File: config.mk
export PLATFORM = sky130hd
export DESIGN_NAME = mux_seven_segment_driver_flat
export DESIGN_NICKNAME = d
export VERILOG_FILES = /design/src/rtl/core/msd_pkg.sv /design/src/rtl/core/msd_in_if.sv /design/src/rtl/core/msd_out_if.sv /design/src/rtl/core/msd_cfg_if.sv /design/src/rtl/core/mux_seven_segment_driver.sv /design/src/flat_wrapper.sv
export SDC_FILE = /design/constraint.sdc
export NUM_CORES = 1
export LEC_CHECK = 0
export BUFFER_PORTS_ARGS = -buffer_cell sky130_fd_sc_hd__buf_2
export CORE_ASPECT_RATIO = 0.8
export CORE_MARGIN = 2
export CORE_UTILIZATION = 53
export CTS_CLUSTER_SIZE = 10
export DETAILED_ROUTE_END_ITERATION = 16
export PLACE_DENSITY_LB_ADDON = 0.3
export SYNTH_ARGS = -nofsm -noshare
export SYNTH_HDL_FRONTEND = slang
export SYNTH_SLANG_ARGS = --single-unit
File: constraint.sdc
create_clock -name clk -period 4 [get_ports clk]
set_input_delay 0.4 -clock clk [delete_from_list [all_inputs] [get_ports clk]]
set_output_delay 0.4 -clock clk [all_outputs]
set_load 0.01 [all_outputs]
File: src/rtl/core/msd_pkg.sv
// Shared types, widths, request codes and glyph table for the seven-segment driver.
package msd_pkg;

  localparam int REQ_W   = 3;
  localparam int VALUE_W = 8;
  localparam int SEG_W   = 7;
  localparam int DIG_W   = 3;
  localparam int CODE_W  = 5;
  localparam int POS_W   = 2;
  localparam int DIM_W   = 4;
  localparam int CFG_IDX_W  = 1;
  localparam int CFG_DATA_W = 4;

  localparam logic [REQ_W-1:0] REQ_TICK     = 3'd0;
  localparam logic [REQ_W-1:0] REQ_UNITS    = 3'd1;
  localparam logic [REQ_W-1:0] REQ_TENS     = 3'd2;
  localparam logic [REQ_W-1:0] REQ_HUNDREDS = 3'd3;
  localparam logic [REQ_W-1:0] REQ_FINISH   = 3'd4;
  localparam logic [REQ_W-1:0] REQ_DIM      = 3'd5;

  localparam logic [CFG_IDX_W-1:0] CFG_DIM_PERIOD_LOW  = 1'b0;
  localparam logic [CFG_IDX_W-1:0] CFG_DIM_PERIOD_HIGH = 1'b1;

  localparam logic [CODE_W-1:0] CODE_BLANK = 5'd16;
  localparam logic [CODE_W-1:0] CODE_DASH  = 5'd17;
  localparam logic [VALUE_W-1:0] DIGIT_MAX = 8'd9;

  localparam logic [VALUE_W-1:0] DIM_MODE_LOW  = 8'd1;
  localparam logic [VALUE_W-1:0] DIM_MODE_HIGH = 8'd2;
  localparam logic [VALUE_W-1:0] FINISH_ON     = 8'd1;

  localparam logic [DIG_W-1:0] DIG_OFF      = 3'b111;
  localparam logic [DIG_W-1:0] DIG_UNITS    = 3'b110;
  localparam logic [DIG_W-1:0] DIG_TENS     = 3'b101;
  localparam logic [DIG_W-1:0] DIG_HUNDREDS = 3'b011;

  localparam logic [DIM_W-1:0] DIM_PERIOD_LOW_RST  = 4'd3;
  localparam logic [DIM_W-1:0] DIM_PERIOD_HIGH_RST = 4'd6;

  typedef struct packed {
    logic [SEG_W-1:0] segments;
    logic [DIG_W-1:0] digit_enable;
    logic             drive_valid;
    logic             accepted;
  } result_t;

  // gfedcba patterns: hex glyphs, then blank, then dash
  function automatic logic [SEG_W-1:0] glyph(input logic [CODE_W-1:0] code);
    logic [SEG_W-1:0] seg;
    case (code)
      5'd0:    seg = 7'h3F;
      5'd1:    seg = 7'h06;
      5'd2:    seg = 7'h5B;
      5'd3:    seg = 7'h4F;
      5'd4:    seg = 7'h66;
      5'd5:    seg = 7'h6D;
      5'd6:    seg = 7'h7D;
      5'd7:    seg = 7'h07;
      5'd8:    seg = 7'h7F;
      5'd9:    seg = 7'h6F;
      5'd10:   seg = 7'h77;
      5'd11:   seg = 7'h7C;
      5'd12:   seg = 7'h39;
      5'd13:   seg = 7'h5E;
      5'd14:   seg = 7'h79;
      5'd15:   seg = 7'h71;
      5'd17:   seg = 7'h40;
      default: seg = 7'h00;
    endcase
    return seg;
  endfunction

endpackage

File: src/rtl/core/msd_in_if.sv
// Input request channel: request type and value.
interface msd_in_if import msd_pkg::*; ();
  logic               valid;
  logic               ready;
  logic [REQ_W-1:0]   req_type;
  logic [VALUE_W-1:0] value;

  modport source(output valid, req_type, value, input ready);
  modport sink(input valid, req_type, value, output ready);
endinterface

File: src/rtl/core/msd_out_if.sv
// Result channel: segment drive, digit enable and status flags.
interface msd_out_if import msd_pkg::*; ();
  logic             valid;
  logic             ready;
  logic [SEG_W-1:0] segments;
  logic [DIG_W-1:0] digit_enable;
  logic             drive_valid;
  logic             accepted;

  modport source(output valid, segments, digit_enable, drive_valid, accepted, input ready);
  modport sink(input valid, segments, digit_enable, drive_valid, accepted, output ready);
endinterface

File: src/rtl/core/msd_cfg_if.sv
// Configuration write channel: register index and data.
interface msd_cfg_if import msd_pkg::*; ();
  logic                  valid;
  logic                  ready;
  logic [CFG_IDX_W-1:0]  index;
  logic [CFG_DATA_W-1:0] data;

  modport source(output valid, index, data, input ready);
  modport sink(input valid, index, data, output ready);
endinterface

File: src/rtl/core/mux_seven_segment_driver.sv
// Three-digit multiplexed seven-segment driver, top level.
//
// Channels: in_ch carries requests (refresh tick or a write of units, tens,
// hundreds, finish flag or dim mode); out_ch returns exactly one result per
// request; cfg_ch writes the two dim period registers and is always ready.
// Each request is handled in one pass of logic from the input transfer to the
// result register; a result is valid the cycle after its transfer unless the
// receiver stalls, and one request per cycle is sustained while results are
// taken; the state update (position, digits, dim count) per transfer sets it.
// A skid register behind the result register takes one more result while
// the receiver stalls; in_ch.ready drops only when both are full, and comes
// back the cycle after the receiver takes a result.
// Reset (rst_n low, synchronous) empties both result stages, sets the three
// digits blank, clears position, finish flag, dim mode and dim count, and
// loads the dim periods with 3 and 6.
module mux_seven_segment_driver import msd_pkg::*; (
  input  logic      clk,
  input  logic      rst_n,
  msd_in_if.sink    in_ch,
  msd_out_if.source out_ch,
  msd_cfg_if.sink   cfg_ch
);

  logic [DIM_W-1:0]   dim_period_low_r, dim_period_high_r;
  logic [POS_W-1:0]   position_r, position_nxt;
  logic [CODE_W-1:0]  units_r, units_nxt;
  logic [CODE_W-1:0]  tens_r, tens_nxt;
  logic [CODE_W-1:0]  hundreds_r, hundreds_nxt;
  logic [VALUE_W-1:0] finish_r, finish_nxt;
  logic [VALUE_W-1:0] dim_mode_r, dim_mode_nxt;
  logic [DIM_W-1:0]   dim_count_r, dim_count_nxt;

  result_t res_nxt, out_r, skid_r;
  logic    out_valid_r, skid_valid_r;
  logic    in_xfer;

  assign in_ch.ready  = !skid_valid_r;
  assign cfg_ch.ready = 1'b1;
  assign in_xfer      = in_ch.valid && in_ch.ready;

  always_ff @(posedge clk) begin
    if (!rst_n) begin
      dim_period_low_r  <= DIM_PERIOD_LOW_RST;
      dim_period_high_r <= DIM_PERIOD_HIGH_RST;
    end else if (cfg_ch.valid) begin
      case (cfg_ch.index)
        CFG_DIM_PERIOD_LOW:  dim_period_low_r  <= cfg_ch.data;
        CFG_DIM_PERIOD_HIGH: dim_period_high_r <= cfg_ch.data;
        default: ;
      endcase
    end
  end

  always_comb begin
    logic [CODE_W-1:0]  code;
    logic [DIG_W-1:0]   enable;
    logic [DIM_W:0]     count_inc;
    logic [DIM_W-1:0]   period;
    logic               lit;
    logic               digit_ok;
    position_nxt  = position_r;
    units_nxt     = units_r;
    tens_nxt      = tens_r;
    hundreds_nxt  = hundreds_r;
    finish_nxt    = finish_r;
    dim_mode_nxt  = dim_mode_r;
    dim_count_nxt = dim_count_r;
    code          = CODE_BLANK;
    enable        = DIG_OFF;
    lit           = 1'b1;
    period        = (dim_mode_r == DIM_MODE_LOW) ? dim_period_low_r : dim_period_high_r;
    count_inc     = {1'b0, dim_count_r} + {{DIM_W{1'b0}}, 1'b1};
    digit_ok      = (in_ch.value <= DIGIT_MAX);
    res_nxt.segments     = '0;
    res_nxt.digit_enable = DIG_OFF;
    res_nxt.drive_valid  = 1'b0;
    res_nxt.accepted     = 1'b0;

    case (in_ch.req_type)
      REQ_TICK: begin
        position_nxt = (position_r == 2'd0 || position_r == 2'd3) ? 2'd1 : position_r + 2'd1;
        case (position_nxt)
          2'd1:    begin code = units_r;    enable = DIG_UNITS;    end
          2'd2:    begin code = tens_r;     enable = DIG_TENS;     end
          default: begin code = hundreds_r; enable = DIG_HUNDREDS; end
        endcase
        if (code != CODE_BLANK) code = {1'b0, code[3:0]};
        if (dim_mode_r == DIM_MODE_LOW || dim_mode_r == DIM_MODE_HIGH) begin
          if (count_inc > {1'b0, period}) begin
            dim_count_nxt = '0;
          end else begin
            dim_count_nxt = count_inc[DIM_W-1:0];
            lit           = 1'b0;
          end
        end else begin
          dim_count_nxt = '0;
        end
        if (!lit) code = CODE_BLANK;
        if (finish_r == FINISH_ON) code = CODE_DASH;
        res_nxt.segments     = glyph(code);
        res_nxt.digit_enable = enable;
        res_nxt.drive_valid  = 1'b1;
      end
      REQ_UNITS: begin
        if (digit_ok) units_nxt = in_ch.value[CODE_W-1:0];
        res_nxt.accepted = digit_ok;
      end
      REQ_TENS: begin
        if (digit_ok) tens_nxt = in_ch.value[CODE_W-1:0];
        res_nxt.accepted = digit_ok;
      end
      REQ_HUNDREDS: begin
        if (digit_ok) hundreds_nxt = in_ch.value[CODE_W-1:0];
        res_nxt.accepted = digit_ok;
      end
      REQ_FINISH: begin
        finish_nxt       = in_ch.value;
        res_nxt.accepted = 1'b1;
      end
      REQ_DIM: begin
        dim_mode_nxt     = in_ch.value;
        res_nxt.accepted = 1'b1;
      end
      default: ;
    endcase
  end

  always_ff @(posedge clk) begin
    if (!rst_n) begin
      position_r  <= '0;
      units_r     <= CODE_BLANK;
      tens_r      <= CODE_BLANK;
      hundreds_r  <= CODE_BLANK;
      finish_r    <= '0;
      dim_mode_r  <= '0;
      dim_count_r <= '0;
    end else if (in_xfer) begin
      position_r  <= position_nxt;
      units_r     <= units_nxt;
      tens_r      <= tens_nxt;
      hundreds_r  <= hundreds_nxt;
      finish_r    <= finish_nxt;
      dim_mode_r  <= dim_mode_nxt;
      dim_count_r <= dim_count_nxt;
    end
  end

  // result register plus one skid entry
  always_ff @(posedge clk) begin
    if (!rst_n) begin
      out_valid_r  <= 1'b0;
      skid_valid_r <= 1'b0;
    end else if (in_xfer) begin
      if (!out_valid_r || out_ch.ready) begin
        out_valid_r <= 1'b1;
      end else begin
        skid_valid_r <= 1'b1;
      end
    end else if (out_ch.ready) begin
      out_valid_r  <= skid_valid_r;
      skid_valid_r <= 1'b0;
    end
  end

  always_ff @(posedge clk) begin
    if (in_xfer) begin
      if (!out_valid_r || out_ch.ready) out_r <= res_nxt;
      else                              skid_r <= res_nxt;
    end else if (out_ch.ready && skid_valid_r) begin
      out_r <= skid_r;
    end
  end

  assign out_ch.valid        = out_valid_r;
  assign out_ch.segments     = out_r.segments;
  assign out_ch.digit_enable = out_r.digit_enable;
  assign out_ch.drive_valid  = out_r.drive_valid;
  assign out_ch.accepted     = out_r.accepted;

endmodule

File: src/flat_wrapper.sv
// flat-port wrapper written by rule: the top's interface ports become plain ports
module mux_seven_segment_driver_flat import msd_pkg::*;
  (clk, rst_n, in_ch_valid, in_ch_req_type, in_ch_value, in_ch_ready, out_ch_valid, out_ch_segments, out_ch_digit_enable, out_ch_drive_valid, out_ch_accepted, out_ch_ready, cfg_ch_valid, cfg_ch_index, cfg_ch_data, cfg_ch_ready);
  msd_in_if in_ch_i ();
  msd_out_if out_ch_i ();
  msd_cfg_if cfg_ch_i ();
  input  logic clk;
  input  logic rst_n;
  input wire logic [$bits(in_ch_i.valid)-1:0] in_ch_valid;
  input wire logic [$bits(in_ch_i.req_type)-1:0] in_ch_req_type;
  input wire logic [$bits(in_ch_i.value)-1:0] in_ch_value;
  output wire logic [$bits(in_ch_i.ready)-1:0] in_ch_ready;
  output wire logic [$bits(out_ch_i.valid)-1:0] out_ch_valid;
  output wire logic [$bits(out_ch_i.segments)-1:0] out_ch_segments;
  output wire logic [$bits(out_ch_i.digit_enable)-1:0] out_ch_digit_enable;
  output wire logic [$bits(out_ch_i.drive_valid)-1:0] out_ch_drive_valid;
  output wire logic [$bits(out_ch_i.accepted)-1:0] out_ch_accepted;
  input wire logic [$bits(out_ch_i.ready)-1:0] out_ch_ready;
  input wire logic [$bits(cfg_ch_i.valid)-1:0] cfg_ch_valid;
  input wire logic [$bits(cfg_ch_i.index)-1:0] cfg_ch_index;
  input wire logic [$bits(cfg_ch_i.data)-1:0] cfg_ch_data;
  output wire logic [$bits(cfg_ch_i.ready)-1:0] cfg_ch_ready;
  assign in_ch_i.valid = in_ch_valid;
  assign in_ch_i.req_type = in_ch_req_type;
  assign in_ch_i.value = in_ch_value;
  assign in_ch_ready = in_ch_i.ready;
  assign out_ch_valid = out_ch_i.valid;
  assign out_ch_segments = out_ch_i.segments;
  assign out_ch_digit_enable = out_ch_i.digit_enable;
  assign out_ch_drive_valid = out_ch_i.drive_valid;
  assign out_ch_accepted = out_ch_i.accepted;
  assign out_ch_i.ready = out_ch_ready;
  assign cfg_ch_i.valid = cfg_ch_valid;
  assign cfg_ch_i.index = cfg_ch_index;
  assign cfg_ch_i.data = cfg_ch_data;
  assign cfg_ch_ready = cfg_ch_i.ready;
  mux_seven_segment_driver u_core (.clk(clk), .rst_n(rst_n), .in_ch(in_ch_i), .out_ch(out_ch_i), .cfg_ch(cfg_ch_i));
endmodule
# After elaboration in Yosys (flattened, before gate mapping)
# Memories as Yosys holds them, arrays and structs flattened.
# Index checks and enable logic that the tools add are counted.
# totals
rom_bits	224
word_cells	90
memories	1
out_inout_bits	15
regBits	71
input_bits	21
# classes
n_mux	25
eq_ne	14
n_addsub	2
n_bitwise	2
n_reduce_logical	25
magnitude_cmp	2
# mem_list
memory	words	word_bits	read_ports	rd_clocked_by_memory_dff	wr	line_no	rtl
(name not given)	32	7	1	0	0	msd_pkg.sv:50	case (code)
# ops
cell	n
2-to-1 mux 12 bit	3
2-to-1 mux 5 bit	5
AND reduction 2 bit	9
equality test 8 x 1 -> 1 bit, second input constant	2
2-to-1 mux 4 bit	3
2-to-1 mux 11 bit	1
case mux 5 bit (2 select lines)	1
2-to-1 mux 1 bit	9
AND reduction 3 bit	3
equality test 8 x 2 -> 1 bit, second input constant	1
<= comparator 8 x 4 -> 1 bit, second input constant	1
equality test 3 x 2 -> 1 bit, second input constant	2
equality test 3 bit, second input constant	2
case mux 3 bit (2 select lines)	1
adder 4 x 1 -> 5 bit, second input constant	1
> comparator 5 x 4 -> 1 bit	1
inequality test 5 bit, second input constant	1
equality test 2 bit, second input constant	2
inequality test 2 bit, second input constant	2
nonzero test 2 bit	2
equality test 3 x 1 -> 1 bit, second input constant	1
logical NOT 3 bit	1
logical OR 1 bit	3
OR reduction 3 bit	1
9 further kinds	12

# Depth between registers and ports, before layout
# Gate-level depths: netlist of the first run.
# An unclocked memory read counts as a cell.
# logic_depth
depth_word	15
ltp_mapped	16
ltp_nobuf	15

# Worst setup path before layout of the first run
# No wires, ideal clock.
# synth_timing
path_kind	register to register
startpoint	register u_core.dim_mode_r[7]
endpoint	register u_core.out_r (netlist bit u_core.out_ch.segments[3]), data pin
required_time_ps	3856
stages_incl_launch_ff	16
synth_period_minus_slack_ps	4228
path_slack_ps	-228
path_buffers	1
t_arrival_ps	4084
setup_time_ps	144
path_cell_list	dfxtp_1 -> or4_4 -> or4_1 -> clkbuf_1 -> mux2i_1 -> ha_1 -> and3_1 -> and3_1 -> o211ai_4 -> nand2_1 -> or2_2 -> ha_1 -> or3_4 -> a21boi_0 -> o22a_1 -> o21ai_2
# synth_via
elab_chain_len	13
word_cells_on_any_way	15
# synth_lines
element	line_no	rtl
start, declared	mux_seven_segment_driver.sv:30	logic [VALUE_W-1:0] dim_mode_r, dim_mode_nxt;
start signal, assigned	mux_seven_segment_driver.sv:143	dim_mode_r <= dim_mode_nxt;
equality test 8 x 1 -> 1 bit	mux_seven_segment_driver.sv:71, mux_seven_segment_driver.sv:88	
2-to-1 mux 4 bit	mux_seven_segment_driver.sv:71	period = (dim_mode_r == DIM_MODE_LOW) ? dim_period_low_r : dim_period_high_r;
> comparator 5 x 4 -> 1 bit	mux_seven_segment_driver.sv:89	if (count_inc > {1'b0, period}) begin
2-to-1 mux 1 bit	mux_seven_segment_driver.sv:89	
2-to-1 mux 1 bit (*)	mux_seven_segment_driver.sv:88	if (dim_mode_r == DIM_MODE_LOW || dim_mode_r == DIM_MODE_HIGH) begin
2-to-1 mux 1 bit (*)	mux_seven_segment_driver.sv:79	case (in_ch.req_type)
2-to-1 mux 5 bit (*)	mux_seven_segment_driver.sv:98	if (!lit) code = CODE_BLANK;
2-to-1 mux 5 bit (*)	mux_seven_segment_driver.sv:99	if (finish_r == FINISH_ON) code = CODE_DASH;
2-to-1 mux 5 bit (*)	mux_seven_segment_driver.sv:79	
memory read (32 x 7 bit) (*)	-	
2-to-1 mux 11 bit (*)	mux_seven_segment_driver.sv:79	
2-to-1 mux 12 bit (*)	mux_seven_segment_driver.sv:167	if (!out_valid_r || out_ch.ready) out_r <= res_nxt;
2-to-1 mux 12 bit (*)	mux_seven_segment_driver.sv:166	if (in_xfer) begin
end signal, assigned	mux_seven_segment_driver.sv:167	
end signal, assigned	mux_seven_segment_driver.sv:170	out_r <= skid_r;
end, declared	mux_seven_segment_driver.sv:33	result_t res_nxt, out_r, skid_r;
# Every way passes the cells marked *; elsewhere a longest branch is shown, timed or not. The select of a mux whose other input is x is not followed.
# A chain may end at the register's enable or synchronous reset.

# Worst setup path after layout of the first run
# layout_timing
startpoint	register u_core.dim_mode_r[4]
endpoint	register u_core.out_r (netlist bit u_core.out_ch.segments[3]), data pin
# The elaborated chain is that of the path after synthesis.

==> flow_summary_export.csv, run 1 <==
group,metric,value,unit
global_route,grt_usage,22.47,%
timing,fin_ws,0.08063,ns
power,finalPower,1.588,mW
route,wirelength,7.434,mm
timing,fin_skew,0.008703,ns
route,drt-pass1-iter-count,4,
clocking,cts-root-buf,"clkbuf_8",
power,vdd_drop_max,0.2438,mV
route,drt_iter0_markers,185,
placed_design,place_area,0.003732,mm²
route,vias,2647,
synth,seq_area_frac_synth,47.96,%
placed_design,place_congestion,0.8568,
global_route,grt_first_pass_wirelength,12.34,mm
finish,antenna_cells,0,
route,post_drt_via_cell_ratio,5.549,
hold_path,hold_end,"u_core.dim_period_low_r[1]$_SDFFE_PN1P_",
worst_setup_path,cp.arrival,4.13,ns
clocking,cts.sinks,71,
timing,period_share,97.98,%
worst_setup_path,worstSetupPathType,"flop to flop",
die,die-area,0.007204,mm²
power,powerDensity,395.9,mW/mm²
die,initial_utilization,54.62,%
clocking,cts_hold_buf,0,
clocking,numCtsBuffers,9,
timing,maxSlewViolCount,0,
die,rows,26,
finish,layout-drive-gt1-share,22.14,%
status,outcome,"finished clean",
clocking,clk_latency,0.35,ns
worst_setup_path,worst-endpoint-required,4.21,ns
finish,fin_util,63.21,%
placed_design,place_ws,0.03291,ns
hold_path,hp-class,"input port to flop",
clocking,clk_pin_slew,0.07,ns
route,postRouteAntennaNets,0,
timing,worstMarginPinSlew,1.122,ns
synth,syn_area_per_cell,9.899,µm²
die,num_io_pins,36,
hold_path,holdCritStartpoint,"cfg_ch_data[1]",
worst_setup_path,reg2reg_depth,14,
worst_setup_path,critPathLaunchType,"flop",
finish,area_growth,15.75,%
finish,stdcell_area,0.004010,mm²
worst_setup_path,crit_path_max_fanout,4,
synth,synth_common_cells,"nor2_1, dfxtp_1, nand2_1, mux2i_1, edfxtp_1",
synth,syn_inst,350,
synth,yosys.area.top_type,"dfxtp_1",
worst_setup_path,r2r_end,"u_core.out_ch.segments[3]$_DFFE_PP_",
worst_setup_path,reg2reg_slack,0.08,ns
synth,ys_types,61,
placed_design,dp_hpwl,5.345,mm
timing,hold_violations,0,
synth,syn_nets,385,
finish,fin_cells,477,
synth,ys_seq_elements,71,
global_route,gr-total-overflow,0,
power,p_leak,1.708,nW
flow_run,drv_cap,0,
synth,post-synth-top-count-cell,"nor2_1",
synth,synth.top_cell.area_share,27.16,%
die,die_width,94.40,µm
global_route,grt_pass1_vias,2554,
timing,finalSetupViolCount,0,
timing,slew_headroom,25.12,%
die,core,0.006344,mm²
hold_path,min_path_cells,3,
global_route,antenna_found_initial,0,
timing,post-route-min-period,3.919,ns
placed_design,io_buffers,34,
synth,synth_edf_count,24,
worst_setup_path,end_kind,"flop",
synth,synth_flop_cell,"dfxtp_1",
synth,synth_area_leaders,"dfxtp_1, edfxtp_1, mux2i_1",
timing,rsz0062_at_grt,"yes",
global_route,grt_max_degree,39,
timing,fmax,255.1,MHz
finish,nets,423,
clocking,cts_tree,"done",
clocking,htree_levels,3,
route,route.detailed.drc,0,
clocking,cts.path.max_buffers,2,
synth,ys_warn_count,0,
synth,synthArstFlopShare,0,%
synth,synth_area,0.003465,mm²
route,wl_per_cell,15.58,µm
placed_design,dp_cells,460,
die,fp.dieH,76.32,µm
worst_setup_path,r2r-start,"u_core.dim_mode_r[4]$_SDFFE_PN0P_",
-- placed cells by master (no fill, tap or decap), drive strengths merged, types with 5 or more instances in the layout --
cell type and count:
a21oi 13, a22oi 5, buf 41, clkbuf 13
dfxtp 47, edfxtp 24, ha 14, inv 10
mux2i 34, nand2 37, nand3 11, nor2 56
nor2b 5, nor3 5, o21ai 17
-- how the worst max path moves through the flow --
stage	from	endpoint	slack, ns	cells past startpoint
finish	u_core.dim_mode_r[4]$_SDFFE_PN0P_	u_core.out_ch.segments[3]$_DFFE_PP_	0.08	14
global route	u_core.dim_mode_r[4]$_SDFFE_PN0P_	u_core.skid_r[8]$_DFFE_PP_	-0.04	14
CTS	u_core.dim_mode_r[4]$_SDFFE_PN0P_	u_core.out_ch.segments[3]$_DFFE_PP_	0.10	14
detailed placement	u_core.dim_mode_r[4]$_SDFFE_PN0P_	u_core.out_ch.segments[3]$_DFFE_PP_	0.03	14
global placement	u_core.dim_mode_r[4]$_SDFFE_PN0P_	u_core.out_ch.segments[3]$_DFFE_PP_	0.10	14
floorplan	u_core.dim_mode_r[4]$_SDFFE_PN0P_	u_core.out_ch.segments[3]$_DFFE_PP_	0.03	15
-- repair_timing --
action / in CTS / in global routing
pin swaps: 0 / 1
buffers inserted: 0 / 1
hold endpoints to repair: 0 / 0
resized for setup: 1 / 6
setup endpoints to repair: 1 / 6
-- per-layer routing --
layer,part of all wire (%),vias up,GRT usage [%]
li1,-,1319,-
met1,46,1242,30.05
met4,1.4,0,8.261
met2,46,77,34.36
met3,6.3,9,6.924
met5,0,-,0
-- worst max-delay path, stage by stage, from the launching register on --
cell and delay (ns):
dfxtp_2 0.32, or4_4 0.55, or4_4 0.49, mux2i_1 0.20
ha_1 0.26, and3_4 0.18, and3_4 0.16, o211ai_4 0.21
nand2_2 0.08, or2_4 0.27, ha_1 0.27, or3_4 0.35
a21boi_1 0.14, o22a_1 0.21, o21ai_2 0.11
-- metrics by stage --
| stage | hold slack (ns) | TNS [ns] |
|---|---|---|
| final | 0.2736 | 0 |
| after global routing | 0.2810 | -0.1271 |
| after CTS | 0.2643 | 0 |
| after detailed placement | 0.4377 | 0 |
| after global placement | 0.4352 | 0 |
| after floorplan | 0.4226 | 0 |
-- sequential cells by signal, summed over array words and instances (netlist names) --
signal,cells
u_core.position_r,2
u_core.units_r,5
u_core.dim_period_low_r,4
u_core.dim_count_r,4
u_core.out_ch.accepted,1
u_core.skid_r,12
u_core.skid_valid_r,1
u_core.dim_period_high_r,4
u_core.dim_mode_r,8
u_core.finish_r,8
u_core.out_ch.segments,7
u_core.out_ch.valid,1
u_core.out_ch.drive_valid,1
u_core.hundreds_r,5
u_core.out_ch.digit_enable,3
u_core.tens_r,5
-- logic make-up (layout without fill, tap and decap cells) --
logic type,after synthesis,after routing,synth area share (%)
flops,71,71,47.96
other cells,1,1,0.1082
fa+ha+maj,14,14,5.056
mux,36,36,10.58
xor+xnor,3,3,0.7585
compound gates,65,65,13.54
buf+inv,24,67,2.889
simple gates,136,136,19.11
-- area by class of cell --
| type | instances | area [µm²] |
|---|---|---|
| tap | 84 | 105.1 |
| clock buffer | 13 | 201.4 |
| timing repair buffer | 41 | 222.7 |
| clock inverter | 3 | 43.79 |
| inverter | 10 | 37.54 |
| multi-input combinational | 255 | 1737 |
| sequential | 71 | 1663 |
| fill | 526 | 2333 |
-- where the power goes --
part / switching [mW] / internal (mW) / leakage, nW / total (mW)
Combinational: 0.0869 / 0.0544 / 0.974 / 0.141
Sequential: 0.00893 / 0.768 / 0.609 / 0.777
Clock: 0.271 / 0.398 / 0.126 / 0.669
No activity file was read; power rests on OpenSTA's default activity.
==> inputs of run 2 (changes only) <==
--- a/config.mk
+++ b/config.mk
@@ -5,6 +5,7 @@
 export SDC_FILE = /design/constraint.sdc
 export NUM_CORES = 1
 export LEC_CHECK = 0
+export ABC_AREA = 1
 export BUFFER_PORTS_ARGS = -buffer_cell sky130_fd_sc_hd__buf_2
 export CORE_ASPECT_RATIO = 0.8
 export CORE_MARGIN = 2
==> run 2 against run 1 <==
  * Area after synthesis rose by 4.0%
  * Register-to-register slack improved by 0.98 ns
  * Non-clock buffer count fell by 4
  * Critical path type unchanged
  * Largest cell class unchanged
==> flow_summary_export.csv, run 2 <==
group,metric,value,unit
power,finalPower,1.668,mW
clocking,clk_pin_slew,0.07,ns
route,post_drt_via_cell_ratio,5.179,
placed_design,dp_hpwl,5.253,mm
global_route,grt_pass1_vias,2719,
finish,nets,494,
synth,synth_flop_cell,"dfxtp_1",
finish,final_common_cell,"nand2_1",
synth,yosys.area.top_type,"dfxtp_1",
worst_setup_path,critPathLaunchType,"flop",
global_route,gr-total-overflow,0,
finish,largestRegisters,"u_core.skid_r: 12 flops, u_core.dim_mode_r: 8 flops, u_core.finish_r: 8 flops",
global_route,grt_max_degree,40,
synth,syn_nets,457,
global_route,grt_first_pass_wirelength,12.41,mm
global_route,use_met3,5.631,%
timing,finalSetupViolCount,0,
timing,fin_tns_setup,0,ns
clocking,postCtsSetupBuffers,0,
status,outcome,"finished clean",
synth,synthArstFlopShare,0,%
die,core,0.006474,mm²
synth,ys_warn_count,0,
timing,slew_headroom,33.41,%
timing,period_share,73.52,%
flow_run,drv_cap,0,
die,fp.dieH,77.77,µm
synth,ys_types,42,
synth,synth_common_cells,"nand2_1, inv_1, dfxtp_1, nor2_1, o21ai_0",
clocking,cts_hold_buf,0,
clocking,cts.sinks,71,
hold_path,hp-class,"input port to flop",
route,drt-pass1-iter-count,4,
synth,syn_inst,422,
clocking,htree_levels,3,
finish,regMostFlops,"u_core.skid_r",
global_route,met2_usage,33.68,%
synth,seq_area_frac_synth,46.10,%
finish,antenna_cells,0,
finish,area_growth,13.50,%
timing,worstMarginPinSlew,0.9952,ns
route,wirelength,7.327,mm
route,wl_per_cell,13.37,µm
placed_design,place_congestion,0.8436,
clocking,cts_resized,0,
synth,synth.top_cell.area_share,26.10,%
clocking,clk_latency,0.35,ns
timing,hold_violations,0,
worst_setup_path,crit_path_max_fanout,12,
worst_setup_path,end_kind,"flop",
die,initial_utilization,55.68,%
timing,fmax,340.1,MHz
power,p_leak,1.927,nW
global_route,grt_usage,21.39,%
die,num_io_pins,36,
global_route,grt.met1_usage,27.92,%
die,rows,26,
die,die-area,0.007481,mm²
clocking,cts_tree,"done",
timing,rsz0062_at_grt,"no",
timing,fin_skew,0.008637,ns
synth,post-synth-top-count-cell,"nand2_1",
synth,synth_edf_count,24,
worst_setup_path,cp.arrival,3.14,ns
power,powerDensity,407.6,mW/mm²
timing,post-route-min-period,2.941,ns
die,die_width,96.21,µm
global_route,antenna_found_initial,0,
synth,ys_seq_elements,71,
power,vdd_drop_max,0.2161,mV
synth,syn_area_per_cell,8.542,µm²
finish,mostFrequentLayoutCells,"nand2_1, inv_1, dfxtp_1",
finish,layout-drive-gt1-share,19.83,%
worst_setup_path,worstSetupPathType,"flop to flop",
synth,synth_area_leaders,"dfxtp_1, edfxtp_1, nand2_1",
placed_design,io_buffers,34,
finish,largest_reg_flops,12,
route,postRouteAntennaNets,0,
worst_setup_path,worst-endpoint-required,4.20,ns
route,route.detailed.drc,0,
route,drt_iter0_markers,201,
route,vias,2838,
clocking,numCtsBuffers,9,
synth,synth_area,0.003605,mm²
timing,maxSlewViolCount,0,
global_route,busiest_layer,"met2",
clocking,cts-root-buf,"clkbuf_8",
clocking,cts.path.max_buffers,2,
==> run 2: cell type report <==
cell class,count,area [µm²]
fill,539,2382
multi-input combinational,287,1678
sequential,71,1662
inverter,53,198.9
timing repair buffer,37,192.7
clock buffer,12,156.4
tap,84,105.1
clock inverter,4,98.84
==> run 2: worst paths after layout <==
check        depth (start not counted)  slack (ns)                                       end                                      from
max reg2reg                         17        1.06       u_core.out_ch.segments[3]$_DFFE_PP_        u_core.dim_count_r[0]$_SDFFE_PN0P_
max                                 17        1.06       u_core.out_ch.segments[3]$_DFFE_PP_        u_core.dim_count_r[0]$_SDFFE_PN0P_
min reg2reg                          2        0.47  u_core.dim_period_high_r[2]$_SDFFE_PN1P_  u_core.dim_period_high_r[2]$_SDFFE_PN1P_
min                                  3        0.28  u_core.dim_period_high_r[2]$_SDFFE_PN1P_                            cfg_ch_data[2]
==> run 2: critical path: stages (launching register included) <==
cell	delay [ns]
dfxtp_1	0.43
ha_1	0.24
xor2_1	0.23
ha_1	0.28
nand2_1	0.06
nor2_1	0.05
nand3_1	0.08
nand3_2	0.07
nand2_2	0.08
nand2_4	0.15
a21oi_4	0.23
inv_1	0.11
ha_1	0.30
inv_1	0.08
nand3_1	0.08
nand3_1	0.11
nand3_2	0.10
o21ai_2	0.13
==> run 2: cell families (layout without fill, tap and decap cells) <==
| logic type | count (synthesis) | after routing | share of synthesized area, % |
|---|---|---|---|
| and+or+nand+nor | 192 | 192 | 27.25 |
| AOI/OAI and AO/OA | 75 | 75 | 13.02 |
| DFF | 71 | 71 | 46.10 |
| buffers and inverters | 64 | 106 | 7.358 |
| adders and majority gates | 14 | 14 | 4.859 |
| muxes | 3 | 3 | 0.8331 |
| xor gates and xnor gates | 2 | 2 | 0.4860 |
| other | 1 | 1 | 0.1040 |
==> run 2: layer usage <==
metal / vias to the layer above / routed length (µm)
met4: 0 / 158
li1: 1470 / -
met1: 1291 / 3503
met2: 61 / 3334
met5: - / 0
met3: 16 / 330
==> run 2: per-stage QoR <==
step	std cells	hold slack [ns]	util [%]	cell area (µm²)	setup slack (ns)
6_report	548	0.2759	63.20	4091	1.059
5_1_grt	548	0.2808	63.20	4091	0.8217
4_1_cts	548	0.2599	63.20	4091	1.042
3_5_place_dp	532	0.4603	59.26	3836	1.085
3_3_place_gp	532	0.4584	59.26	3836	1.205
2_1_floorplan	422	0.4282	-	3605	1.295
==> run 2: where the power goes <==
group | leakage, nW | internal [mW] | total, mW | switching (mW)
clock network | 0.126 | 0.455 | 0.724 | 0.268
logic | 1.19 | 0.0531 | 0.164 | 0.111
registers | 0.614 | 0.770 | 0.780 | 0.00944
==> inputs of run 3 (changes only) <==
--- a/config.mk
+++ b/config.mk
@@ -9,7 +9,7 @@
 export BUFFER_PORTS_ARGS = -buffer_cell sky130_fd_sc_hd__buf_2
 export CORE_ASPECT_RATIO = 0.8
 export CORE_MARGIN = 2
-export CORE_UTILIZATION = 53
+export CORE_UTILIZATION = 55
 export CTS_CLUSTER_SIZE = 10
 export DETAILED_ROUTE_END_ITERATION = 16
 export PLACE_DENSITY_LB_ADDON = 0.3
==> constraint.sdc (replaced) <==
create_clock -name clk -period 3.08 [get_ports clk]
set_input_delay 0.308 -clock clk [delete_from_list [all_inputs] [get_ports clk]]
set_output_delay 0.308 -clock clk [all_outputs]
set_load 0.01 [all_outputs]
==> run 3 against run 2 <==
  * Die area decreased by 3.5%
  * Clock power increased by 23%
  * Clock skew about the same
  * Via count increased by 1.5%
==> flow_summary_export.csv, run 3 (synthesis results as in run 2) <==
group,metric,value,unit
placed_design,dp_cells,534,
timing,maxSlewViolCount,0,
route,vias,2880,
finish,fin_cells,553,
global_route,met2_usage,35.71,%
worst_setup_path,r2r_end,"u_core.out_ch.segments[1]$_DFFE_PP_",
finish,mostFrequentLayoutCells,"nand2_1, inv_1, dfxtp_1",
timing,slew_headroom,45.66,%
hold_path,holdCritStartpoint,"cfg_ch_data[1]",
clocking,clk_latency,0.35,ns
worst_setup_path,crit_end,"u_core.out_ch.segments[1]$_DFFE_PP_",
timing,hold_ws,0.1764,ns
worst_setup_path,critPathLaunchType,"flop",
worst_setup_path,reg2reg_depth,17,
finish,final_common_cell,"nand2_1",
finish,area_growth,14.61,%
die,num_io_pins,36,
clocking,numCtsBuffers,9,
hold_path,hp-class,"input port to flop",
global_route,grt_pass1_vias,2777,
die,core,0.006376,mm²
global_route,antenna_found_initial,0,
placed_design,io_buffers,34,
worst_setup_path,cp_common_cell,"inv_1",
finish,antenna_cells,0,
clocking,cts.path.max_buffers,2,
timing,fin_skew,0.008727,ns
worst_setup_path,crit_family,"simple AND/OR/NAND/NOR gates",
worst_setup_path,slowest_delay,0.33,ns
route,postRouteAntennaNets,0,
finish,nets,499,
finish,largestRegisters,"u_core.skid_r: 12 flops, u_core.dim_mode_r: 8 flops, u_core.finish_r: 8 flops",
route,drt_iter0_markers,149,
die,rows,26,
finish,regMostFlops,"u_core.skid_r",
finish,stdcell_area,0.004131,mm²
timing,worstMarginPinSlew,0.8107,ns
worst_setup_path,crit_path_top_delay_cell,"dfxtp_1",
timing,fin_ws,0.2162,ns
worst_setup_path,reg2reg_slack,0.22,ns
placed_design,place_ws,0.1706,ns
timing,hold_violations,0,
worst_setup_path,r2r-start,"u_core.dim_mode_r[3]$_SDFFE_PN0P_",
power,powerDensity,514.5,mW/mm²
worst_setup_path,worstSetupStartpoint,"u_core.dim_mode_r[3]$_SDFFE_PN0P_",
global_route,grt_usage,22.14,%
flow_run,drv_cap,0,
worst_setup_path,end_kind,"flop",
placed_design,dp_hpwl,5.355,mm
global_route,gr-total-overflow,0,
die,initial_utilization,56.53,%
route,drt-pass1-iter-count,5,
clocking,cts-root-buf,"clkbuf_8",
global_route,grt_first_pass_wirelength,12.68,mm
timing,finalSetupViolCount,0,
status,outcome,"finished clean",
clocking,clk_pin_slew,0.08,ns
global_route,use_met3,5.539,%
die,die-area,0.007222,mm²
finish,fin_util,64.80,%
global_route,busiest_layer,"met2",
worst_setup_path,crit_path_max_fanout,12,
clocking,htree_levels,3,
worst_setup_path,crit_chain,"nor2_2, nand4_4, buf_4, o21ai_0, ha_1, inv_1, nand3_1, nand3_2, nand2_2, nand2_8, a21oi_4, inv_1, ha_1, inv_1, nand3_1, nand3_2, o21ai_2",
die,fp.dieH,76.41,µm
worst_setup_path,path_depth,17,
route,post_drt_via_cell_ratio,5.208,
global_route,grt_max_degree,39,
timing,fmax,349.2,MHz
die,die_width,94.51,µm
route,wl_per_cell,13.19,µm
power,vdd_drop_max,0.3501,mV
clocking,cts_tree,"done",
timing,post-route-min-period,2.864,ns
clocking,cts.sinks,71,
finish,fillers,545,
placed_design,place_area,0.003851,mm²
finish,layout-drive-gt1-share,21.11,%
worst_setup_path,worstSetupPathType,"flop to flop",
route,wirelength,7.292,mm
finish,largest_reg_flops,12,
global_route,grt.met1_usage,28.77,%
clocking,cts_hold_buf,0,
worst_setup_path,worst-endpoint-required,3.18,ns
timing,period_share,92.98,%
route,route.detailed.drc,0,
power,p_leak,1.948,nW
worst_setup_path,cp.arrival,2.96,ns
placed_design,place_congestion,0.8426,
worst_setup_path,crit_buf_inv,4,
## run 3: worst min-delay path by stage
stage                                          endpoint  cells after the start
6_report       u_core.dim_period_high_r[1]$_SDFFE_PN1P_                      3
3_3_place_gp             u_core.units_r[4]$_SDFFE_PN1P_                      2
2_1_floorplan  u_core.dim_period_high_r[1]$_SDFFE_PN1P_                      2
3_5_place_dp    u_core.dim_period_low_r[1]$_SDFFE_PN1P_                      2
4_1_cts        u_core.dim_period_high_r[1]$_SDFFE_PN1P_                      3
5_1_grt        u_core.dim_period_high_r[1]$_SDFFE_PN1P_                      3
## run 3: per-stage QoR
stage	setup TNS [ns]	power, mW
floorplan	0	1.186
global placement	0	1.241
detailed placement	0	1.248
CTS	0	2.129
global route	-0.005578	2.209
finish	0	2.126
## run 3: power breakdown
group | switching, mW | total (mW) | leakage, nW | internal [mW]
Combinational | 0.145 | 0.219 | 1.21 | 0.0746
Clock | 0.356 | 0.893 | 0.118 | 0.537
Sequential | 0.0131 | 1.01 | 0.615 | 1.00
Total | 0.514 | 2.13 | 1.95 | 1.61
## run 3: metal layers
metal	vias to the layer above	part of all wire, %
met5	-	0
met4	0	1.7
met2	65	47
met1	1324	47
li1	1481	-
met3	10	4.7
## run 3: worst register-to-register path, cell delays in order (launching register included)
cell and delay, ns:
dfxtp_1 0.33, nor2_2 0.17, nand4_4 0.15, buf_4 0.17, o21ai_0 0.20, ha_1 0.19, inv_1 0.04, nand3_1 0.09
nand3_2 0.08, nand2_2 0.11, nand2_8 0.12, a21oi_4 0.21, inv_1 0.11, ha_1 0.30, inv_1 0.07, nand3_1 0.12
nand3_2 0.12, o21ai_2 0.05
## run 3: timing repair
item	4_1_cts	5_1_grt
setup buffers	0	3
endpoints found under the setup margin	0	12
gates resized for setup	0	5
## run 3: area by class of cell
type	count	area (µm²)	share of cell area, %
Inverter	53	198.9	4.815
Tap cell	84	105.1	2.544
Sequential cell	71	1663	40.25
Multi-Input combinational cell	287	1699	41.13
Clock buffer	10	127.6	3.089
Timing Repair Buffer	42	230.2	5.572
Clock inverter	6	107.6	2.604
